## config.mk

```make
export PLATFORM = sky130hd
export DESIGN_NAME = bfr_rows
export DESIGN_NICKNAME = d
export VERILOG_FILES = /design/src/rtl/bfr_pkg.sv /design/src/rtl/bfr_rows.sv
export SDC_FILE = /design/constraint.sdc
export NUM_CORES = 1
export LEC_CHECK = 0
export BUFFER_PORTS_ARGS = -buffer_cell sky130_fd_sc_hd__buf_2
export CAP_MARGIN = 20
export CORE_ASPECT_RATIO = 0.8
export CORE_MARGIN = 2
export CORE_UTILIZATION = 40
export DETAILED_ROUTE_END_ITERATION = 8
export PLACE_DENSITY_LB_ADDON = 0.25
export RECOVER_POWER = 100
export SETUP_SLACK_MARGIN = 0.05
export SLEW_MARGIN = 5
export SYNTH_ARGS = -nofsm -noshare
export SYNTH_HDL_FRONTEND = slang
export SYNTH_SLANG_ARGS = --single-unit
export TNS_END_PERCENT = 5
```

## constraint.sdc

```tcl
create_clock -name clk -period 2.4 [get_ports clk]
set_clock_uncertainty 0.05 [all_clocks]
set_input_delay 0.12 -clock clk [delete_from_list [all_inputs] [get_ports clk]]
set_output_delay 0.12 -clock clk [all_outputs]
set_load 0.005 [all_outputs]
```

## src/rtl/bfr_pkg.sv

```systemverilog
package bfr_pkg;

	// Fixed font geometry
	localparam int GLYPH_COUNT = 95;
	localparam int FHW         = 7;   // effective font height, up to 127 rows
	localparam int FWW         = 5;   // effective font width, up to 16 pixels

	// Character codes
	localparam logic [7:0] NEWLINE_CODE    = 8'd10;
	localparam logic [7:0] FIRST_PRINTABLE = 8'd32;
	localparam logic [7:0] LAST_PRINTABLE  = 8'd126;

	// Item modes
	localparam logic MODE_LOAD = 1'b0;
	localparam logic MODE_CHAR = 1'b1;

	// Configuration register indexes
	localparam logic [1:0] REG_SCREEN_WIDTH  = 2'd0;
	localparam logic [1:0] REG_SCREEN_HEIGHT = 2'd1;
	localparam logic [1:0] REG_FONT_WIDTH    = 2'd2;
	localparam logic [1:0] REG_FONT_HEIGHT   = 2'd3;

	// One glyph to draw, handed from the cursor unit to the row emitter
	typedef struct packed {
		logic             start;
		logic [6:0]       glyph;   // code minus first printable
		logic [FHW-1:0]   rows;
		logic [15:0]      x;
		logic [15:0]      y;
		logic [15:0]      color;
		logic [15:0]      mask;
	} bfr_job_t;

endpackage

```

## src/rtl/bfr_rows.sv

```systemverilog
module bfr_rows
	import bfr_pkg::*;
#(
	parameter int AW = 12
) (
	input  logic            clk,
	input  logic            arst_n,
	input  bfr_job_t        job,
	output logic            busy,
	output logic            ram_re,
	output logic [AW-1:0]   ram_raddr,
	input  logic [15:0]     ram_rdata,
	output logic            out_valid,
	input  logic            out_ready,
	output logic [15:0]     pixel_x,
	output logic [15:0]     pixel_y,
	output logic [15:0]     row_bits,
	output logic [15:0]     pen_color,
	output logic            last_row
);

	logic            active_q;
	logic [AW-1:0]   base_q;
	logic [FHW-1:0]  idx_q;
	logic [FHW-1:0]  rows_q;
	logic [15:0]     x_q;
	logic [15:0]     y_q;
	logic [15:0]     color_q;
	logic [15:0]     mask_q;

	logic            valid_s1;
	logic [15:0]     y_s1;
	logic            last_s1;

	logic            out_valid_q;

	logic [13:0]     glyph_base;
	logic            out_free;
	logic            issue;
	logic            move_s1;
	logic            last_issue;

	assign glyph_base = job.glyph * job.rows;
	assign out_free   = !out_valid_q || out_ready;
	assign issue      = active_q && (!valid_s1 || out_free);
	assign move_s1    = valid_s1 && out_free;
	assign last_issue = (idx_q + 7'd1) == rows_q;

	assign busy      = active_q || valid_s1;
	assign ram_re    = issue;
	assign ram_raddr = base_q + AW'(idx_q);
	assign out_valid = out_valid_q;

	// Row counter: one store read per cycle while the pipe can advance
	always_ff @(posedge clk or negedge arst_n) begin
		if (!arst_n) begin
			active_q <= 1'b0;
			idx_q    <= '0;
		end else if (job.start) begin
			active_q <= 1'b1;
			idx_q    <= '0;
		end else if (issue) begin
			idx_q <= idx_q + 7'd1;
			if (last_issue) begin
				active_q <= 1'b0;
			end
		end
	end

	// Glyph parameters, held for the whole glyph
	always_ff @(posedge clk) begin
		if (job.start) begin
			base_q  <= glyph_base[AW-1:0];
			rows_q  <= job.rows;
			x_q     <= job.x;
			y_q     <= job.y;
			color_q <= job.color;
			mask_q  <= job.mask;
		end
	end

	// Read stage: row metadata travels alongside the RAM read
	always_ff @(posedge clk or negedge arst_n) begin
		if (!arst_n) begin
			valid_s1 <= 1'b0;
		end else if (issue) begin
			valid_s1 <= 1'b1;
		end else if (move_s1) begin
			valid_s1 <= 1'b0;
		end
	end

	always_ff @(posedge clk) begin
		if (issue) begin
			y_s1    <= y_q + 16'(idx_q);
			last_s1 <= last_issue;
		end
	end

	// Output register
	always_ff @(posedge clk or negedge arst_n) begin
		if (!arst_n) begin
			out_valid_q <= 1'b0;
		end else if (move_s1) begin
			out_valid_q <= 1'b1;
		end else if (out_ready) begin
			out_valid_q <= 1'b0;
		end
	end

	always_ff @(posedge clk) begin
		if (move_s1) begin
			pixel_x   <= x_q;
			pixel_y   <= y_s1;
			row_bits  <= ram_rdata & mask_q;
			pen_color <= color_q;
			last_row  <= last_s1;
		end
	end

endmodule

```

### Yosys cells after proc, flatten, opt, wreduce, memory -nomap -nowiden

Index checks and enable logic that the tools add are counted.

| word-level totals | value |
|---|---|
| word-level logic and storage cells | 44 |
| register bits | 175 |

| cells by class | value |
|---|---|
| eq/ne operators | 1 |
| $add $sub $neg | 3 |
| muxes and demuxes | 9 |
| $mul | 1 |
| reductions and logical operators | 12 |
| bitwise gates (word level) | 1 |

Operators by type and width:

| cell | number |
|---|---|
| $add 16x7->16 | 1 |
| $and 16x16->16 | 1 |
| $mux 7 | 2 |
| $add 12x7->12 | 1 |
| $mul 7x7->12 | 1 |
| $reduce_bool 2->1 | 4 |
| $add 7x1->7 const B | 1 |
| $eq 7x7->1 | 1 |
| $mux 1 | 7 |
| $logic_or 1x1->1 | 3 |
| $logic_and 1x1->1 | 2 |
| $logic_not 1->1 | 2 |
| $reduce_and 2->1 | 1 |

### Longest topological paths before layout

| logic depth | value |
|---|---|
| depth in word-level cells | 6 |
| depth in mapped cells | 15 |
| gate-level depth less buffers | 15 |

### Worst setup path before layout

OpenSTA, ideal clock, no wires.

| timing | value |
|---|---|
| kind | input port to flip-flop |
| start point | in job[74] (netlist name) |
| end point | reg base_q[10], data pin |
| setup time | 0.266 ns |
| stages on the path | 14 |
| slack | -1.333 ns |
| data arrival time | 3.417 ns |
| buffers on the path | 0 |
| required time | 2.084 ns |
| cells stage by stage | and2_1 > fa_1 > inv_1 > fa_1 > inv_1 > fa_1 > inv_1 > fa_1 > inv_1 > ha_1 > o21ai_0 > a21oi_1 > o41ai_1 > xnor2_1 |

| on the way | value |
|---|---|
| word-level cells in the longest chain between the ends | 1 |

Ends and longest elaborated chain:

| item | line | source |
|---|---|---|
| start, declared | bfr_rows.sv:8 | `input bfr_job_t job,` |
| $mul 7x7->12 | bfr_rows.sv:43 | `assign glyph_base = job.glyph * job.rows;` |
| via glyph_base[10] | bfr_rows.sv:37 | `logic [13:0] glyph_base;` |
| end signal, assigned | bfr_rows.sv:73 | `base_q <= glyph_base[AW-1:0];` |
| end, declared | bfr_rows.sv:23 | `logic [AW-1:0] base_q;` |

The timed path passes the listed nets, and every way through them passes these cells.
A chain may end at the register's enable or synchronous reset.

### Final worst setup path

| timing | value |
|---|---|
| start point | in job[76] (netlist name) |
| end point | reg base_q[10], data pin |

Same word-level chain as after synthesis.

==> results.sh <==
export IMPL_status="finished with violations"
export IMPL_violations="setup timing"
export IMPL_drt_initial_drc_count=268
export IMPL_core_area_um2=19600
export IMPL_syn_to_final_growth_pct=38.2
export IMPL_power_frac_seq_pct=45.8
export IMPL_intPower_w=0.00608
export IMPL_h_tree_depth=4
export IMPL_critPathTopFamily="adder cells"
export IMPL_crit_fanout=3
export IMPL_dominantRegCellSynth="edfxtp_1"
export IMPL_diodes=0
export IMPL_cp_buffers_inverters=5
export IMPL_crit_type="in2reg"
export IMPL_switching_share_pct=27.3
export IMPL_dp_hpwl_um=12000
export IMPL_ys_types=46
export IMPL_clk_path_buf_depth=2
export IMPL_cts_tree="done"
export IMPL_r2r_start="idx_q[0]"
export IMPL_critPathCaptureType="flop"
export IMPL_critPathLaunchType="input pin"
export IMPL_finalSetupTns_ns=-5.52
export IMPL_leakage_nw=4.39
export IMPL_vias_per_cell=4.61
export IMPL_postRouteAntennaNets=0
export IMPL_holdCritPathClass="in2reg"
export IMPL_ir_drop_v=0.000425
export IMPL_grt_total_usage_pct=16.4
export IMPL_cp_depth=15
export IMPL_setup_ws_ns=-0.791
export IMPL_netlist_area_um2=7930
export IMPL_regArea_um2=5200
export IMPL_rows=46
export IMPL_rsz0062_at_grt="yes"
export IMPL_timing_final_crit_share_pct=133
export IMPL_holdWs_ns=0.0843
export IMPL_ys_warn_count=0
export IMPL_grt_pass1_vias=5104
export IMPL_hold_path_depth=3
export IMPL_slowest_delay_ns=0.53
export IMPL_most_common_layout_cells="165 x edfxtp_1, 113 x buf_2, 87 x dlygate4sd3_1"
export IMPL_crit_slowest_cell="fa_1"
export IMPL_drc_errors=0
export IMPL_synth_avg_cell_area_um2=15.2
export IMPL_multi_input_area_um2=2730
export IMPL_cp_required_ns=2.52
export IMPL_setup_viol=15
export IMPL_hold_viol=0
export IMPL_reg2reg_depth=8
export IMPL_vias=5158
export IMPL_hold_path_end="base_q[0]"
export IMPL_grt_pass1_wl_um=26600
export IMPL_overflow=0
export IMPL_synth_seq_area_share_pct=65.7
export IMPL_die_y_um=130
export IMPL_period_needed_ns=3.19
export IMPL_fmax_mhz=313
export IMPL_async_flop_share_pct=5.71
export IMPL_clk_pin_slew_ns=0.07
export IMPL_min_from="job[71]"
export IMPL_gp_congestion=0.860
export IMPL_ys_seq_elements=175
export IMPL_power_frac_comb_pct=22.3
export IMPL_grt_max_degree=51
export IMPL_finalMaxSlewViolations=0
export IMPL_path_cells="buf_6 -> and2_4 -> fa_1 -> inv_1 -> fa_1 -> inv_1 -> fa_1 -> inv_1 -> fa_1 -> inv_2 -> ha_4 -> o21ai_2 -> a21oi_2 -> o41ai_2 -> xnor2_1"
export IMPL_clk_latency_ns=0.42
export IMPL_relSlewSlack_pct=17.2
export IMPL_cts_buffers=17
export IMPL_start_util_pct=40.4
export IMPL_num_fill_cells=1637
export IMPL_p_sw_w=0.00229
export IMPL_syn_inst=522
export IMPL_wl_um=17300
export IMPL_cap_viol_max_count=0
export IMPL_synth_edf_count=165
export IMPL_crit_top_cell="fa_1"
export IMPL_pre_cts_ws_ns=-1.29
export IMPL_synth_nets=685
export IMPL_mostFrequentLayoutCell="edfxtp_1"
export IMPL_nets=1005
export IMPL_die_area_um2=21000
export IMPL_p_clk_share_pct=31.9
export IMPL_antenna_found_initial=0
export IMPL_p_per_area_nw_per_um2=764
export IMPL_io_pins=178
export IMPL_cts_num_sinks=175
export IMPL_r2r_end="y_s1[12]"
export IMPL_reg2reg_setup_slack_ns=0.04
export IMPL_dr_pass1_iters=4
export IMPL_wl_per_cell_um=15.5
export IMPL_arrival_ns=3.31
export IMPL_drive_gt1_share_pct=25.7
export IMPL_dp_cells=999
export IMPL_worst_pin_slew_ns=1.24
export IMPL_clock_root_buffer="clkbuf_16"
export IMPL_fp_dieW_um=161
export IMPL_final_util_pct=55.8
export IMPL_port_buffers=177
export IMPL_final_cell_count_no_fill=1119
[worst max-delay path by stage]
stage,start,end,slack [ns]
floorplan,job[65],base_q[10],-1.05
global placement,job[65],base_q[10],-1.25
detailed placement,job[75],base_q[11],-1.29
CTS,job[76],base_q[11],-0.78
global route,job[75],base_q[10],-0.90
finish,job[76],base_q[10],-0.79
[through the flow]
step | instance area [um^2] | power [W]
after global routing | 11000 | 0.00882
after detailed placement | 9460 | 0.00556
after CTS | 11000 | 0.00846
after floorplan | 7960 | 0.00485
final | 11000 | 0.00837
after global placement | 9460 | 0.00552
[flip-flops by register name (all words and copies together), names as in the netlist, 7 cells and up]
| signal | flops |
|---|---|
| pixel_x | 16 |
| pen_color | 16 |
| rows_q | 7 |
| mask_q | 16 |
| base_q | 12 |
| color_q | 16 |
| pixel_y | 16 |
| y_q | 16 |
| idx_q | 7 |
| x_q | 16 |
| row_bits | 16 |
| y_s1 | 16 |
[layer usage]
metal  global-route usage (%)  routed length [um]  share of wire (%)
met1                     21.2                7810                 45
met3                     4.04                1010                5.9
met5                        0                   0                  0
met2                     27.6                8250                 48
met4                     5.72                 221                1.3
[worst min-delay path, cell delays in order]
cell	delay, ns
buf_2	0.09
buf_4	0.12
and2_1	0.11
[power by group through the flow]
stage | Combinational [W] | Sequential [W] | Clock [W]
2_1_floorplan | 0.000977 | 0.00387 | 0
3_3_place_gp | 0.00164 | 0.00388 | 0
3_5_place_dp | 0.00166 | 0.00389 | 0
4_1_cts | 0.00188 | 0.00382 | 0.00275
5_1_grt | 0.00208 | 0.00386 | 0.00288
6_report | 0.00186 | 0.00383 | 0.00267
[cell families after synthesis]
logic type | synth area share [%]
flip-flops | 65.7
AND/OR/NAND/NOR | 9.71
adder cells (fa/ha/maj) | 12.6
AO/OA/AOI/OAI | 4.83
XOR/XNOR | 5.21
buffers and inverters | 1.97
[Yosys cell counts, drive strengths merged, types with 4 or more instances]
cell type	count	area share, %
buf	4	0.55
nand3	10	0.63
nand2b	7	0.55
and2	54	4.3
o21ai	15	0.95
nand2	24	1.1
xor2	12	1.3
o211ai	4	0.38
ha	40	6.3
a21o	5	0.47
nor3	4	0.25
dfrtp	10	3.2
a211oi	5	0.47
a21oi	12	0.76
xnor2	33	3.9
fa	25	6.3
nor2	29	1.4
inv	29	1.4
edfxtp	165	62
nand4	5	0.39
[cell type report]
cell class              instances  area share, %
clock buffers                  17           3.88
repair buffers                306           18.2
flip-flops and latches        175           47.5
inverters                      29          0.993
clock inverters                15           1.52
multi-input cells             313           24.9
well taps                     264           3.01
[what timing repair did]
item                                    in CTS  in global routing
gates cloned                                 0                  0
pin swaps                                   17                  6
buffers inserted                             1                  0
resized for setup                           20                  8
endpoints found under the setup margin      16                 20
hold buffers                                87                  0
endpoints found under the hold margin       97                  0
Power figures use the tool's default switching activity.
