`config.mk`:
```
export PLATFORM = sky130hd
export DESIGN_NAME = bfr_cursor
export DESIGN_NICKNAME = d
export VERILOG_FILES = /design/src/rtl/bfr_pkg.sv /design/src/rtl/bfr_cursor.sv
export SDC_FILE = /design/constraint.sdc
export NUM_CORES = 1
export LEC_CHECK = 0
export ABC_AREA = 1
export BUFFER_PORTS_ARGS = -buffer_cell sky130_fd_sc_hd__buf_2
export CAP_MARGIN = 20
export CELL_PAD_IN_SITES_DETAIL_PLACEMENT = 1
export CELL_PAD_IN_SITES_GLOBAL_PLACEMENT = 1
export CORE_MARGIN = 2
export CORE_UTILIZATION = 34
export DETAILED_ROUTE_END_ITERATION = 8
export HOLD_SLACK_MARGIN = 0.1
export PLACE_DENSITY_LB_ADDON = 0.2
export SYNTH_ARGS = -nofsm -noshare
export SYNTH_HDL_FRONTEND = slang
export SYNTH_SLANG_ARGS = --single-unit
```
`constraint.sdc`:
```
create_clock -name clk -period 4.8 [get_ports clk]
set_input_delay 0.96 -clock clk [delete_from_list [all_inputs] [get_ports clk]]
set_output_delay 0.96 -clock clk [all_outputs]
set_load 0.05 [all_outputs]
```
`src/rtl/bfr_pkg.sv`:
```
package bfr_pkg;

	// Fixed font geometry
	localparam int GLYPH_COUNT = 95;
	localparam int FHW         = 7;   // effective font height, up to 127 rows
	localparam int FWW         = 5;   // effective font width, up to 16 pixels

	// Character codes
	localparam logic [7:0] NEWLINE_CODE    = 8'd10;
	localparam logic [7:0] FIRST_PRINTABLE = 8'd32;
	localparam logic [7:0] LAST_PRINTABLE  = 8'd126;

	// Item modes
	localparam logic MODE_LOAD = 1'b0;
	localparam logic MODE_CHAR = 1'b1;

	// Configuration register indexes
	localparam logic [1:0] REG_SCREEN_WIDTH  = 2'd0;
	localparam logic [1:0] REG_SCREEN_HEIGHT = 2'd1;
	localparam logic [1:0] REG_FONT_WIDTH    = 2'd2;
	localparam logic [1:0] REG_FONT_HEIGHT   = 2'd3;

	// One glyph to draw, handed from the cursor unit to the row emitter
	typedef struct packed {
		logic             start;
		logic [6:0]       glyph;   // code minus first printable
		logic [FHW-1:0]   rows;
		logic [15:0]      x;
		logic [15:0]      y;
		logic [15:0]      color;
		logic [15:0]      mask;
	} bfr_job_t;

endpackage

```
`src/rtl/bfr_cursor.sv`:
```
module bfr_cursor
	import bfr_pkg::*;
#(
	parameter int DEPTH = 3040,
	parameter int AW    = 12
) (
	input  logic            clk,
	input  logic            arst_n,
	input  logic            in_valid,
	output logic            in_ready,
	input  logic            mode,
	input  logic            first_of_string,
	input  logic [15:0]     origin_x,
	input  logic [15:0]     origin_y,
	input  logic [15:0]     ink_color,
	input  logic [7:0]      char_code,
	input  logic [11:0]     load_address,
	input  logic [15:0]     load_word,
	input  logic [15:0]     screen_width,
	input  logic [15:0]     screen_height,
	input  logic [FWW-1:0]  fw,
	input  logic [FHW-1:0]  fh,
	input  logic            busy,
	output logic            ram_we,
	output logic [AW-1:0]   ram_waddr,
	output logic [15:0]     ram_wdata,
	output bfr_job_t        job
);

	localparam logic [1:0] ST_IDLE  = 2'd0;
	localparam logic [1:0] ST_WRAP  = 2'd1;
	localparam logic [1:0] ST_CHECK = 2'd2;

	logic [1:0]  state_q;
	logic [15:0] cursor_x_q;
	logic [15:0] cursor_y_q;
	logic [15:0] line_start_q;
	logic [15:0] color_q;
	logic        halted_q;
	logic [7:0]  code_q;

	logic        accept;
	logic        wrap;
	logic        bottom;
	logic        printable;
	logic [15:0] next_line_y;

	assign in_ready = (state_q == ST_IDLE) && !busy;
	assign accept   = in_valid && in_ready;

	// Store loads go straight to the RAM; out-of-range addresses are dropped
	assign ram_we    = accept && (mode == MODE_LOAD) && (32'(load_address) < 32'(DEPTH));
	assign ram_waddr = AW'(load_address);
	assign ram_wdata = load_word;

	// Edge tests without wrap, coordinate updates modulo 2^16
	assign next_line_y = cursor_y_q + 16'(fh);
	assign wrap   = (17'(cursor_x_q) + 17'(fw)) > 17'(screen_width);
	assign bottom = (17'(cursor_y_q) + 17'(fh)) > 17'(screen_height);

	always_comb begin
		printable = code_q inside {[FIRST_PRINTABLE:LAST_PRINTABLE]};
	end

	// Glyph job leaves from the bottom check with the pre-advance cursor
	always_comb begin
		job.start = (state_q == ST_CHECK) && !bottom && printable && (fh != '0);
		job.glyph = 7'(code_q - FIRST_PRINTABLE);
		job.rows  = fh;
		job.x     = cursor_x_q;
		job.y     = cursor_y_q;
		job.color = color_q;
		job.mask  = ~(16'hFFFF >> fw);
	end

	// Character sequencer: take item, wrap or newline, bottom check
	always_ff @(posedge clk or negedge arst_n) begin
		if (!arst_n) begin
			state_q      <= ST_IDLE;
			cursor_x_q   <= '0;
			cursor_y_q   <= '0;
			line_start_q <= '0;
			color_q      <= '0;
			halted_q     <= 1'b0;
			code_q       <= '0;
		end else begin
			case (state_q)
				ST_IDLE: begin
					if (accept && (mode == MODE_CHAR)) begin
						code_q <= char_code;
						if (first_of_string) begin
							cursor_x_q   <= origin_x;
							cursor_y_q   <= origin_y;
							line_start_q <= origin_x;
							color_q      <= ink_color;
							halted_q     <= 1'b0;
						end
						if (first_of_string || !halted_q) begin
							state_q <= ST_WRAP;
						end
					end
				end
				ST_WRAP: begin
					if (code_q == NEWLINE_CODE) begin
						cursor_x_q <= line_start_q;
						cursor_y_q <= next_line_y;
						state_q    <= ST_IDLE;
					end else begin
						if (wrap) begin
							cursor_x_q <= line_start_q;
							cursor_y_q <= next_line_y;
						end
						state_q <= ST_CHECK;
					end
				end
				ST_CHECK: begin
					if (bottom) begin
						halted_q <= 1'b1;
					end else begin
						cursor_x_q <= cursor_x_q + 16'(fw);
					end
					state_q <= ST_IDLE;
				end
				default: begin
					state_q <= ST_IDLE;
				end
			endcase
		end
	end

endmodule

```
# Word-level counts from Yosys, hierarchy flattened
# Cells that the tools add are included.
totals:
  register_bits: 75
  out_inout_bits: 109
  elab_cells: 72
  inputBits: 134
op_classes:
  n_eq_ne: 9
  n_reduce_logical: 24
  shifts: 1
  bitwise_logic: 2
  magnitude_cmp: 5
  n_mux: 19
  add_sub_neg: 5
op_table:
  columns: ["operator", "n"]
  rows:
  - ["16-bit 2-to-1 mux", 9]
  - ["16-bit one-hot mux with 3 select lines", 1]
  - ["17-bit by 16-bit > comparator with 1-bit output", 2]
  - ["16-bit one-hot mux with 2 select lines", 1]
  - ["16-bit by 5-bit adder with 17-bit output", 1]
  - ["16-bit by 7-bit adder with 17-bit output", 1]
  - ["16-bit by 5-bit adder with 16-bit output", 1]
  - ["16-bit by 7-bit adder with 16-bit output", 1]
  - ["16-bit inverter", 1]
  - ["16-bit by 5-bit >> shifter with 16-bit output, first input constant", 1]
  - ["12-bit < comparator, second input constant", 1]
  - ["1-bit logical AND", 9]
  - ["8-bit by 4-bit == test with 1-bit output, second input constant", 1]
  - ["8-bit by 6-bit >= comparator with 1-bit output, second input constant", 1]
  - ["8-bit by 7-bit less-or-equal comparator with 1-bit output, second input constant", 1]
  - ["4-bit AND reduction", 2]
  - ["7-bit nonzero test", 1]
  - ["7-bit by 6-bit subtractor with 7-bit output, second input constant", 1]
  - ["2-bit 2-to-1 mux", 3]
  - ["2-bit inequality test, second input constant", 3]
  - ["5-bit AND reduction", 1]
  - ["2-bit by 1-bit inequality test with 1-bit output, second input constant", 2]
  - ["2-bit one-hot mux with 2 select lines", 1]
  - ["2-bit AND reduction", 2]
  - ["other kinds (12)", 17]

# Logic depth before layout (Yosys ltp)
# Gate-level depths: netlist of the first run.
logic_depth:
  word_depth: 6
  depth_mapped: 30

# Worst setup path before layout of the first run
# Ideal clock, no wire load.
synth_timing:
  path_type: "input to output"
  start: "input port fh[0]"
  end: "output port job[78] (netlist name)"
  required_ps: 3840
  arrival_time_ps: 4203
  stages: 14
  setup_slack_ps: -363
  cell_sequence: "ha_1 > fa_1 > nand3_1 > nand2_2 > nand2_1 > nand2_2 > nand3_1 > nor2_1 > xor2_1 > ha_1 > nand4_1 > nor4_1 > nand2_1 > a211oi_1"
synth_rtl:
  columns: ["element", "line_no", "text"]
  rows:
  - ["start: declaration", "bfr_cursor.sv:22", "input logic [FHW-1:0] fh,"]
  - ["end: declaration", "bfr_cursor.sv:27", "output bfr_job_t job"]

==> results.json, run 1 <==
{
  "ys.flop_type": "dfrtp_1",
  "period_share": 0.963,
  "slew_violations": 0,
  "chipWidth_um": 137,
  "wl_per_cell_um": 15.2,
  "num-fill-cells": 2273,
  "status": "finished clean",
  "fin_hold_ws_ns": 0.478,
  "std_cell_rows": 48,
  "cts_buffer_depth": 2,
  "postSynthNetCount": 1024,
  "hp-start": "color_q[10]",
  "coreArea_sq_mm": 0.0172,
  "drc": 0,
  "antenna_violating_nets_post_route": 0,
  "gp_congestion": 0.847,
  "grt_usage": 0.202,
  "grt_max_degree": 76,
  "drtIter0Drc": 171,
  "min_delay_path_depth": 2,
  "finalHoldViolCount": 0,
  "fp.dieArea_sq_mm": 0.0186,
  "reg2reg_slack_ns": 0.87,
  "power.density_mw_per_mm2": 751,
  "fmax_mhz": 216,
  "crit_fanout": 4,
  "fin_nets": 1182,
  "r2r_start": "cursor_x_q[0]",
  "cts_made_buffers": 9,
  "syn_area_sq_mm": 0.00597,
  "viasPerCell": 4.80,
  "layout_commonest_cell": "nand2_1",
  "r2r-end": "cursor_y_q[0]",
  "insertion_delay_ns": 0.34,
  "skew_ns": 0.00805,
  "setup_viol": 0,
  "synth-seq-area-share": 0.314,
  "grt.busiest_layer": "met2",
  "use_met1": 0.258,
  "cp-start-kind": "input port",
  "htree_levels": 3,
  "yosysWarnings": 0,
  "final_cell_mix": "nand2_1, buf_2, inv_1, dfrtp_1, ha_1",
  "drtPass1Iterations": 5,
  "critPathLaunch": "fh[0]",
  "area_delta_synth_final_pct": 22.8,
  "syn_avg_cell_area_sq_um": 7.11,
  "synth_cell_types": 47,
  "synth_edf_count": 0,
  "numClockSinks": 75,
  "worst_pin_slew_ns": 0.769,
  "port_buffers": 200,
  "setup_slack_ns": 0.179,
  "initial_utilization": 0.346,
  "hpwl_um": 14400,
  "grt_antenna_before_repair": 1,
  "ir_drop_mv": 0.380,
  "io_pins": 243,
  "global_route.overflow_total": 0,
  "clock-root-buffer": "clkbuf_16",
  "drv_cap": 0,
  "whs_endpoint": "color_q[10]",
  "setup_tns_ns": 0,
  "grt_pass1_vias": 6016,
  "cp-end-kind": "output port",
  "relSlewSlack": 0.484,
  "cp.required_ns": 3.84,
  "wl_um": 18600,
  "place_ws_ns": 0.00170,
  "die_h_um": 137,
  "p_leak_nw": 4.19,
  "grt_pass1_wl_um": 29800,
  "cts_tree": "done",
  "crit_arrival_ns": 3.66,
  "hold_class": "reg2reg",
  "via_count": 5897,
  "critical_path_class": "in2out",
  "reg2reg_depth": 28,
  "drive_above_1_share": 0.261,
  "layout_min_cycle_time_ns": 4.62,
  "synthArstFlopShare": 1.00,
  "use_met3": 0.0341,
  "grtUsageMet2": 0.353,
  "cts.clk_slew.worst_paths_ns": 0.06,
  "ys_ff_latch": 75,
  "synth_cells": 839
}
## worst max path at each step
stage                         end  cells past startpoint
final                     job[78]                     18
after global routing      job[78]                     18
after CTS                 job[78]                     16
after detailed placement  job[78]                     16
after global placement    job[78]                     16
after floorplan           job[78]                     14
## kinds of logic after synthesis
family	count (synthesis)	share of synthesized area
buffers and inverters	180	0.143
muxes	1	0.00168
AOI/OAI and AO/OA	113	0.115
DFF	75	0.314
xor gates and xnor gates	20	0.0293
and+or+nand+nor	399	0.287
adders and majority gates	51	0.109
## report_power, final
group          internal (mW)  switching [mW]
Sequential             0.937           0.303
Combinational           1.05            2.42
Clock                  0.523           0.274
## routing by layer
layer	share of wire	wire length (um)
met2	0.48	9010
met3	0.048	892
met5	0.00081	15
met4	0.011	210
met1	0.46	8480
## flip-flops by register name, summed over array words and instances, names as in the netlist
signal,cells
code_q,8
color_q,16
cursor_x_q,16
cursor_y_q,16
halted_q,1
line_start_q,16
state_q,2
## Yosys cell counts, types with 7 or more instances
| master | n | area share |
|---|---|---|
| nand3_1 | 49 | 0.041 |
| o21ai_0 | 30 | 0.025 |
| xor2_1 | 15 | 0.022 |
| clkbuf_1 | 14 | 0.0088 |
| buf_4 | 44 | 0.055 |
| nand2_1 | 278 | 0.17 |
| nand4_1 | 14 | 0.015 |
| a21oi_1 | 41 | 0.034 |
| nor2_2 | 7 | 0.0073 |
| a22oi_1 | 11 | 0.014 |
| inv_1 | 111 | 0.070 |
| nor2_1 | 28 | 0.018 |
| dfrtp_1 | 75 | 0.31 |
| ha_1 | 49 | 0.10 |
## timing repair
item | 4_1_cts | 5_1_grt
pin swaps | 0 | 5
resized for setup | 1 | 6
setup buffers | 0 | 2
setup endpoints to repair | 1 | 1
hold buffers | 0 | 0
## cell type report
type | instances | area [sq um] | share of cell area
tap | 225 | 282 | 0.0384
clock inverter | 4 | 97.6 | 0.0133
sequential | 75 | 1880 | 0.256
multi-input combinational | 584 | 3270 | 0.445
timing repair buffer | 211 | 1120 | 0.153
antenna | 1 | 2.50 | 0.000341
clock buffer | 12 | 246 | 0.0336
inverter | 116 | 435 | 0.0594
## stage by stage
step                power [mW]   util  cell area, sq um  cells
finish                    5.51  0.425              7330   1228
floorplan                 3.86      -              5970    839
global route              5.99  0.425              7330   1227
CTS                       5.55  0.421              7260   1224
global placement          4.66  0.401              6910   1208
detailed placement        4.73  0.401              6910   1208
## worst max-delay path, cell delays in order
cell and delay [ns]:
buf_2 0.11, ha_1 0.22, fa_2 0.36, nand3_1 0.11
nand2_2 0.09, nand2_1 0.08, nand2_2 0.10, nand3_1 0.10
xnor2_1 0.15, ha_1 0.29, a21oi_1 0.18, nor2_1 0.07
a211oi_2 0.13, nor2_1 0.08, nor2_2 0.09, nand3_2 0.10
a211oi_2 0.25, buf_6 0.19
Note: power is estimated with default switching activity, not from simulation.
==> run 2, diff against run 1 <==
- CORE_UTILIZATION: 34 -> 31
- clock period: 4.8 -> 3.9 ns (I/O delays scaled with it)
==> run 2 against run 1 <==
Effect of this change: the run now ends with setup timing left; die area increased by 9.4%; clock-buffer cell count is 3 lower; critical path depth is 2 lower; global-route usage decreased by 0.13 points; largest power group unchanged; highest routed layer unchanged.
==> results.json, run 2 (synthesized netlist as in run 1, its figures left out) <==
{
  "wl_per_cell_um": 15.3,
  "numClockSinks": 75,
  "cts_tree": "done",
  "cts_hold_buf": 0,
  "rsz0062_at_grt": "true",
  "sw_frac_of_total": 0.534,
  "layout_commonest_cell": "nand2_1",
  "io_pins": 243,
  "p_clk_frac": 0.116,
  "period_share": 1.07,
  "std_cell_rows": 50,
  "power_frac_comb": 0.679,
  "die_h_um": 143,
  "grt_usage": 0.200,
  "reg2reg_slack_ns": -0.06,
  "cts.clk_slew.worst_paths_ns": 0.07,
  "global_route.overflow_total": 0,
  "hpwl_um": 15000,
  "setup_viol": 2,
  "violations": "setup timing",
  "port_buffers": 200,
  "cp-end-kind": "output port",
  "crit_arrival_ns": 3.40,
  "drtPass1Iterations": 4,
  "ir_drop_mv": 0.392,
  "final_cell_mix": "nand2_1, buf_2, inv_1, buf_4, dfrtp_1",
  "drtIter0Drc": 198,
  "setup_slack_ns": -0.277,
  "r2r_start": "cursor_y_q[1]",
  "skew_ns": 0.0105,
  "fp.dieArea_sq_mm": 0.0204,
  "p_total_mw": 7.58,
  "drc": 0,
  "reg2reg_depth": 30,
  "whs_endpoint": "line_start_q[9]",
  "internal_power_mw": 3.53,
  "htree_levels": 3,
  "wl_um": 20800,
  "power.density_mw_per_mm2": 895,
  "layout_min_cycle_time_ns": 4.18,
  "r2r-end": "cursor_y_q[13]",
  "area_delta_synth_final_pct": 41.9,
  "coreArea_sq_mm": 0.0188,
  "fmax_mhz": 239,
  "viasPerCell": 4.68,
  "grt_antenna_before_repair": 4,
  "initial_utilization": 0.317,
  "critPathLaunch": "fh[2]",
  "chipWidth_um": 143,
  "crit_fanout": 4,
  "fin_nets": 1276,
  "status": "finished with violations",
  "p_sw_mw": 4.05,
  "fin_util": 0.450,
  "min_delay_path_depth": 2,
  "grt_pass1_vias": 6541,
  "via_count": 6358,
  "cp.required_ns": 3.12,
  "antenna_violating_nets_post_route": 0,
  "gp_congestion": 0.809,
  "worst_pin_slew_ns": 0.981,
  "critical_path_class": "in2out",
  "grt_pass1_wl_um": 32600,
  "drv_cap": 0,
  "drive_above_1_share": 0.378,
  "p_leak_nw": 4.69,
  "power_frac_seq": 0.205,
  "hp-start": "line_start_q[9]",
  "slew_violations": 0,
  "cts_buffer_depth": 2,
  "cp-start-kind": "input port",
  "hold_class": "reg2reg",
  "cts_made_buffers": 9,
  "grt_max_degree": 72,
  "insertion_delay_ns": 0.35,
  "relSlewSlack": 0.346,
  "setup_tns_ns": -0.412,
  "clock-root-buffer": "clkbuf_16",
  "finalHoldViolCount": 0
}
[run 2: cell count changes in the layout (fill, tap and decap cells not counted), sizes merged]
cell / previous run / this run
buf: 211 / 304
clkbuf: 12 / 9
inv: 115 / 118
bufinv: 3 / 1
diode: 1 / 3
clkinvlp: 1 / 2
nand3: 53 / 54
[run 2: critical path, cell delays in order]
cell	delay, ns
buf_8	0.10
ha_4	0.30
buf_6	0.10
nand3_2	0.07
nand2_2	0.09
nand2_1	0.07
nand2_2	0.11
nand3_2	0.10
xnor2_2	0.17
ha_1	0.33
buf_6	0.11
nand4_1	0.16
nor4_4	0.35
nand2_2	0.13
a211oi_4	0.25
buf_12	0.17
[run 2: power groups by stage]
stage / Sequential, mW / Clock, mW / Combinational, mW
2_1_floorplan: 2.22 / 0 / 2.55
3_5_place_dp: 1.53 / 0 / 4.66
6_report: 1.56 / 0.879 / 5.14
4_1_cts: 1.55 / 0.902 / 4.83
3_3_place_gp: 1.53 / 0 / 4.58
5_1_grt: 1.61 / 0.931 / 5.66
[run 2: final cells by class]
cell class / count / area (sq um)
clock inverter: 6 / 73.8
timing repair buffer: 304 / 1890
multi-input combinational: 585 / 3630
sequential: 75 / 1880
fill: 2404 / 10400
antenna: 3 / 7.51
tap: 260 / 325
inverter: 116 / 438
clock buffer: 9 / 225
[run 2: timing repair]
action,CTS,global route
cloned,0,1
pin swaps,23,42
setup buffers,27,9
gates resized for setup,27,64
hold endpoints to repair,0,0
setup endpoints to repair,1,33
[run 2: per-layer routing]
layer | routed length, um | vias to the layer above | GRT usage | part of all wire
met2 | 10100 | 157 | 0.353 | 0.49
met3 | 882 | 25 | 0.0362 | 0.042
met1 | 9380 | 3022 | 0.252 | 0.45
met5 | 13 | - | 0 | 0.00063
met4 | 347 | 2 | 0.0547 | 0.017
li1 | - | 3152 | - | -
[run 2: stage by stage]
stage,worst slack (ns),hold WS [ns],std cells,cell area (sq um)
global route,-0.427,0.514,1357,8470
global placement,-0.353,0.458,1305,7460
floorplan,-0.199,0.449,839,6000
finish,-0.277,0.481,1358,8470
detailed placement,-0.429,0.468,1305,7460
CTS,-0.228,0.487,1347,8130
[run 2: worst max path at each step]
stage and end:
6_report job[78], 5_1_grt job[78], 4_1_cts job[78], 3_5_place_dp job[78]
3_3_place_gp job[78], 2_1_floorplan job[78]
==> run 3, diff against run 2 <==
- CORE_MARGIN: 2 -> not set
==> run 3 against run 2 <==
Effect of this change: the flow still finishes with violations (setup timing); worst hold slack lost 0.091 ns; non-clock buffer count shrank 14; global-route usage grew 0.45 points; power grew 0.37%; clock power is essentially flat; critical path type unchanged.
==> results.json, run 3 (synthesized netlist as in run 1, its figures left out) <==
{
  "status": "finished with violations",
  "violations": "setup timing",
  "drv_cap": 0,
  "power.density_mw_per_mm2": 917,
  "drtIter0Drc": 254,
  "wl_um": 20200,
  "drc": 0,
  "chipWidth_um": 141,
  "critPathMaxStageDelay_ns": 0.35,
  "drtPass1Iterations": 4,
  "wl_per_cell_um": 15.3,
  "cpMostUsedCell": "nand3_2",
  "period_share": 1.08,
  "gp_congestion": 0.801,
  "via_count": 6224,
  "crit_fanout": 4,
  "num-fill-cells": 2414,
  "cts.clk_slew.worst_paths_ns": 0.06,
  "placed_area_sq_mm": 0.00741,
  "finalHoldViolCount": 0,
  "cts_buffer_depth": 2,
  "drive_above_1_share": 0.349,
  "cp-start-kind": "input port",
  "slowest_stage": "fa_2",
  "hpwl_um": 14800,
  "fin_hold_ws_ns": 0.390,
  "htree_levels": 3,
  "setup_viol": 1,
  "rsz0062_at_grt": "true",
  "fin_area_sq_mm": 0.00829,
  "io_pins": 243,
  "grt_pass1_vias": 6461,
  "critical_path.cell_chain": "buf_6 -> ha_4 -> fa_2 -> nand3_2 -> nand2_2 -> nand2_1 -> nand2_2 -> nand3_2 -> xnor2_2 -> ha_1 -> a21oi_1 -> nor2_1 -> a211oi_2 -> nor2_1 -> nor2_2 -> nand3_2 -> a211oi_4 -> buf_12",
  "grt_pass1_wl_um": 32200,
  "fin_nets": 1262,
  "layout_min_cycle_time_ns": 4.22,
  "cp-end-kind": "output port",
  "fmax_mhz": 237,
  "ir_drop_mv": 0.394,
  "antenna_violating_nets_post_route": 0,
  "grt_max_degree": 76,
  "grt_antenna_before_repair": 2,
  "hold_class": "in2async",
  "cts_tree": "done",
  "relSlewSlack": 0.478,
  "fp.dieArea_sq_mm": 0.0198,
  "numClockSinks": 75,
  "insertion_delay_ns": 0.35,
  "die_h_um": 141,
  "p_leak_nw": 4.64,
  "global_route.overflow_total": 0,
  "p_total_mw": 7.61,
  "layout_commonest_cell": "nand2_1",
  "std_cell_rows": 50,
  "final_cell_mix": "nand2_1, buf_2, inv_1, buf_4, dfrtp_1",
  "critical_path_class": "in2out",
  "path_buf_inv": 2,
  "viasPerCell": 4.72,
  "worst_pin_slew_ns": 0.778,
  "clock-root-buffer": "clkbuf_16",
  "setup_slack_ns": -0.315,
  "crit_arrival_ns": 3.44,
  "area_delta_synth_final_pct": 38.9,
  "initial_utilization": 0.318,
  "fin_util": 0.442,
  "cts_made_buffers": 9,
  "coreArea_sq_mm": 0.0188,
  "cp.required_ns": 3.12,
  "slew_violations": 0,
  "port_buffers": 200,
  "critical_path.top_delay_family": "simple AND/OR/NAND/NOR gates",
  "grt_usage": 0.205,
  "skew_ns": 0.0121
}
-- run 3: worst paths after layout --
path                                     from               end  slack, ns  depth (start not counted)
worst max-delay path                    fh[0]           job[78]      -0.32                         18
worst min-delay path                   arst_n     cursor_y_q[7]       0.39                          1
worst max register to register  cursor_x_q[0]     cursor_y_q[0]       0.32                         28
worst min register to register     color_q[2]        color_q[2]       0.48                          2
max in group asynchronous              arst_n  line_start_q[15]       2.92                          2
min in group clk                   color_q[2]        color_q[2]       0.48                          2
-- run 3: power by group --
group / leakage, nW / internal (mW) / switching (mW)
combinational: 3.56 / 1.92 / 3.25
clock: 0.141 / 0.504 / 0.375
sequential: 0.939 / 1.15 / 0.405
-- run 3: metal layers --
metal / global-route usage / share of wire / up-vias
met3: 0.0503 / 0.046 / 21
li1: - / - / 3119
met1: 0.250 / 0.45 / 2931
met2: 0.362 / 0.49 / 153
met5: 0 / 0 / -
met4: 0.0469 / 0.014 / 0
-- run 3: through the flow --
step / TNS, ns / cells / worst slack (ns)
after floorplan: -0.199 / 839 / -0.199
final: -0.315 / 1318 / -0.315
after global routing: -1.29 / 1316 / -0.440
after global placement: -6.77 / 1275 / -0.399
after CTS: -0.313 / 1303 / -0.313
after detailed placement: -9.92 / 1275 / -0.501
-- run 3: worst reg2reg max path, delay by kind of cell (launching register included) --
family,cells,cell delay [ns]
compound gates,4,0.52
fa+ha+maj,3,0.82
buf+inv,4,0.38
flops,1,0.38
simple gates,17,1.35
-- run 3: area by class of cell --
class / instances / area (sq um) / share of cell area
Timing Repair Buffer: 290 / 1820 / 0.220
Inverter: 116 / 435 / 0.0525
Clock inverter: 6 / 73.8 / 0.00890
Sequential cell: 75 / 1880 / 0.226
Multi-Input combinational cell: 585 / 3560 / 0.429
Antenna cell: 2 / 5.00 / 0.000604
Clock buffer: 10 / 229 / 0.0276
Tap cell: 234 / 293 / 0.0353
-- run 3: timing repair --
| action | CTS | global route |
|---|---|---|
| pin swaps | 27 | 20 |
| resized for setup | 24 | 27 |
| endpoints found under the setup margin | 1 | 33 |
| hold buffers | 0 | 0 |
| setup buffers | 12 | 7 |
| gates cloned | 0 | 5 |
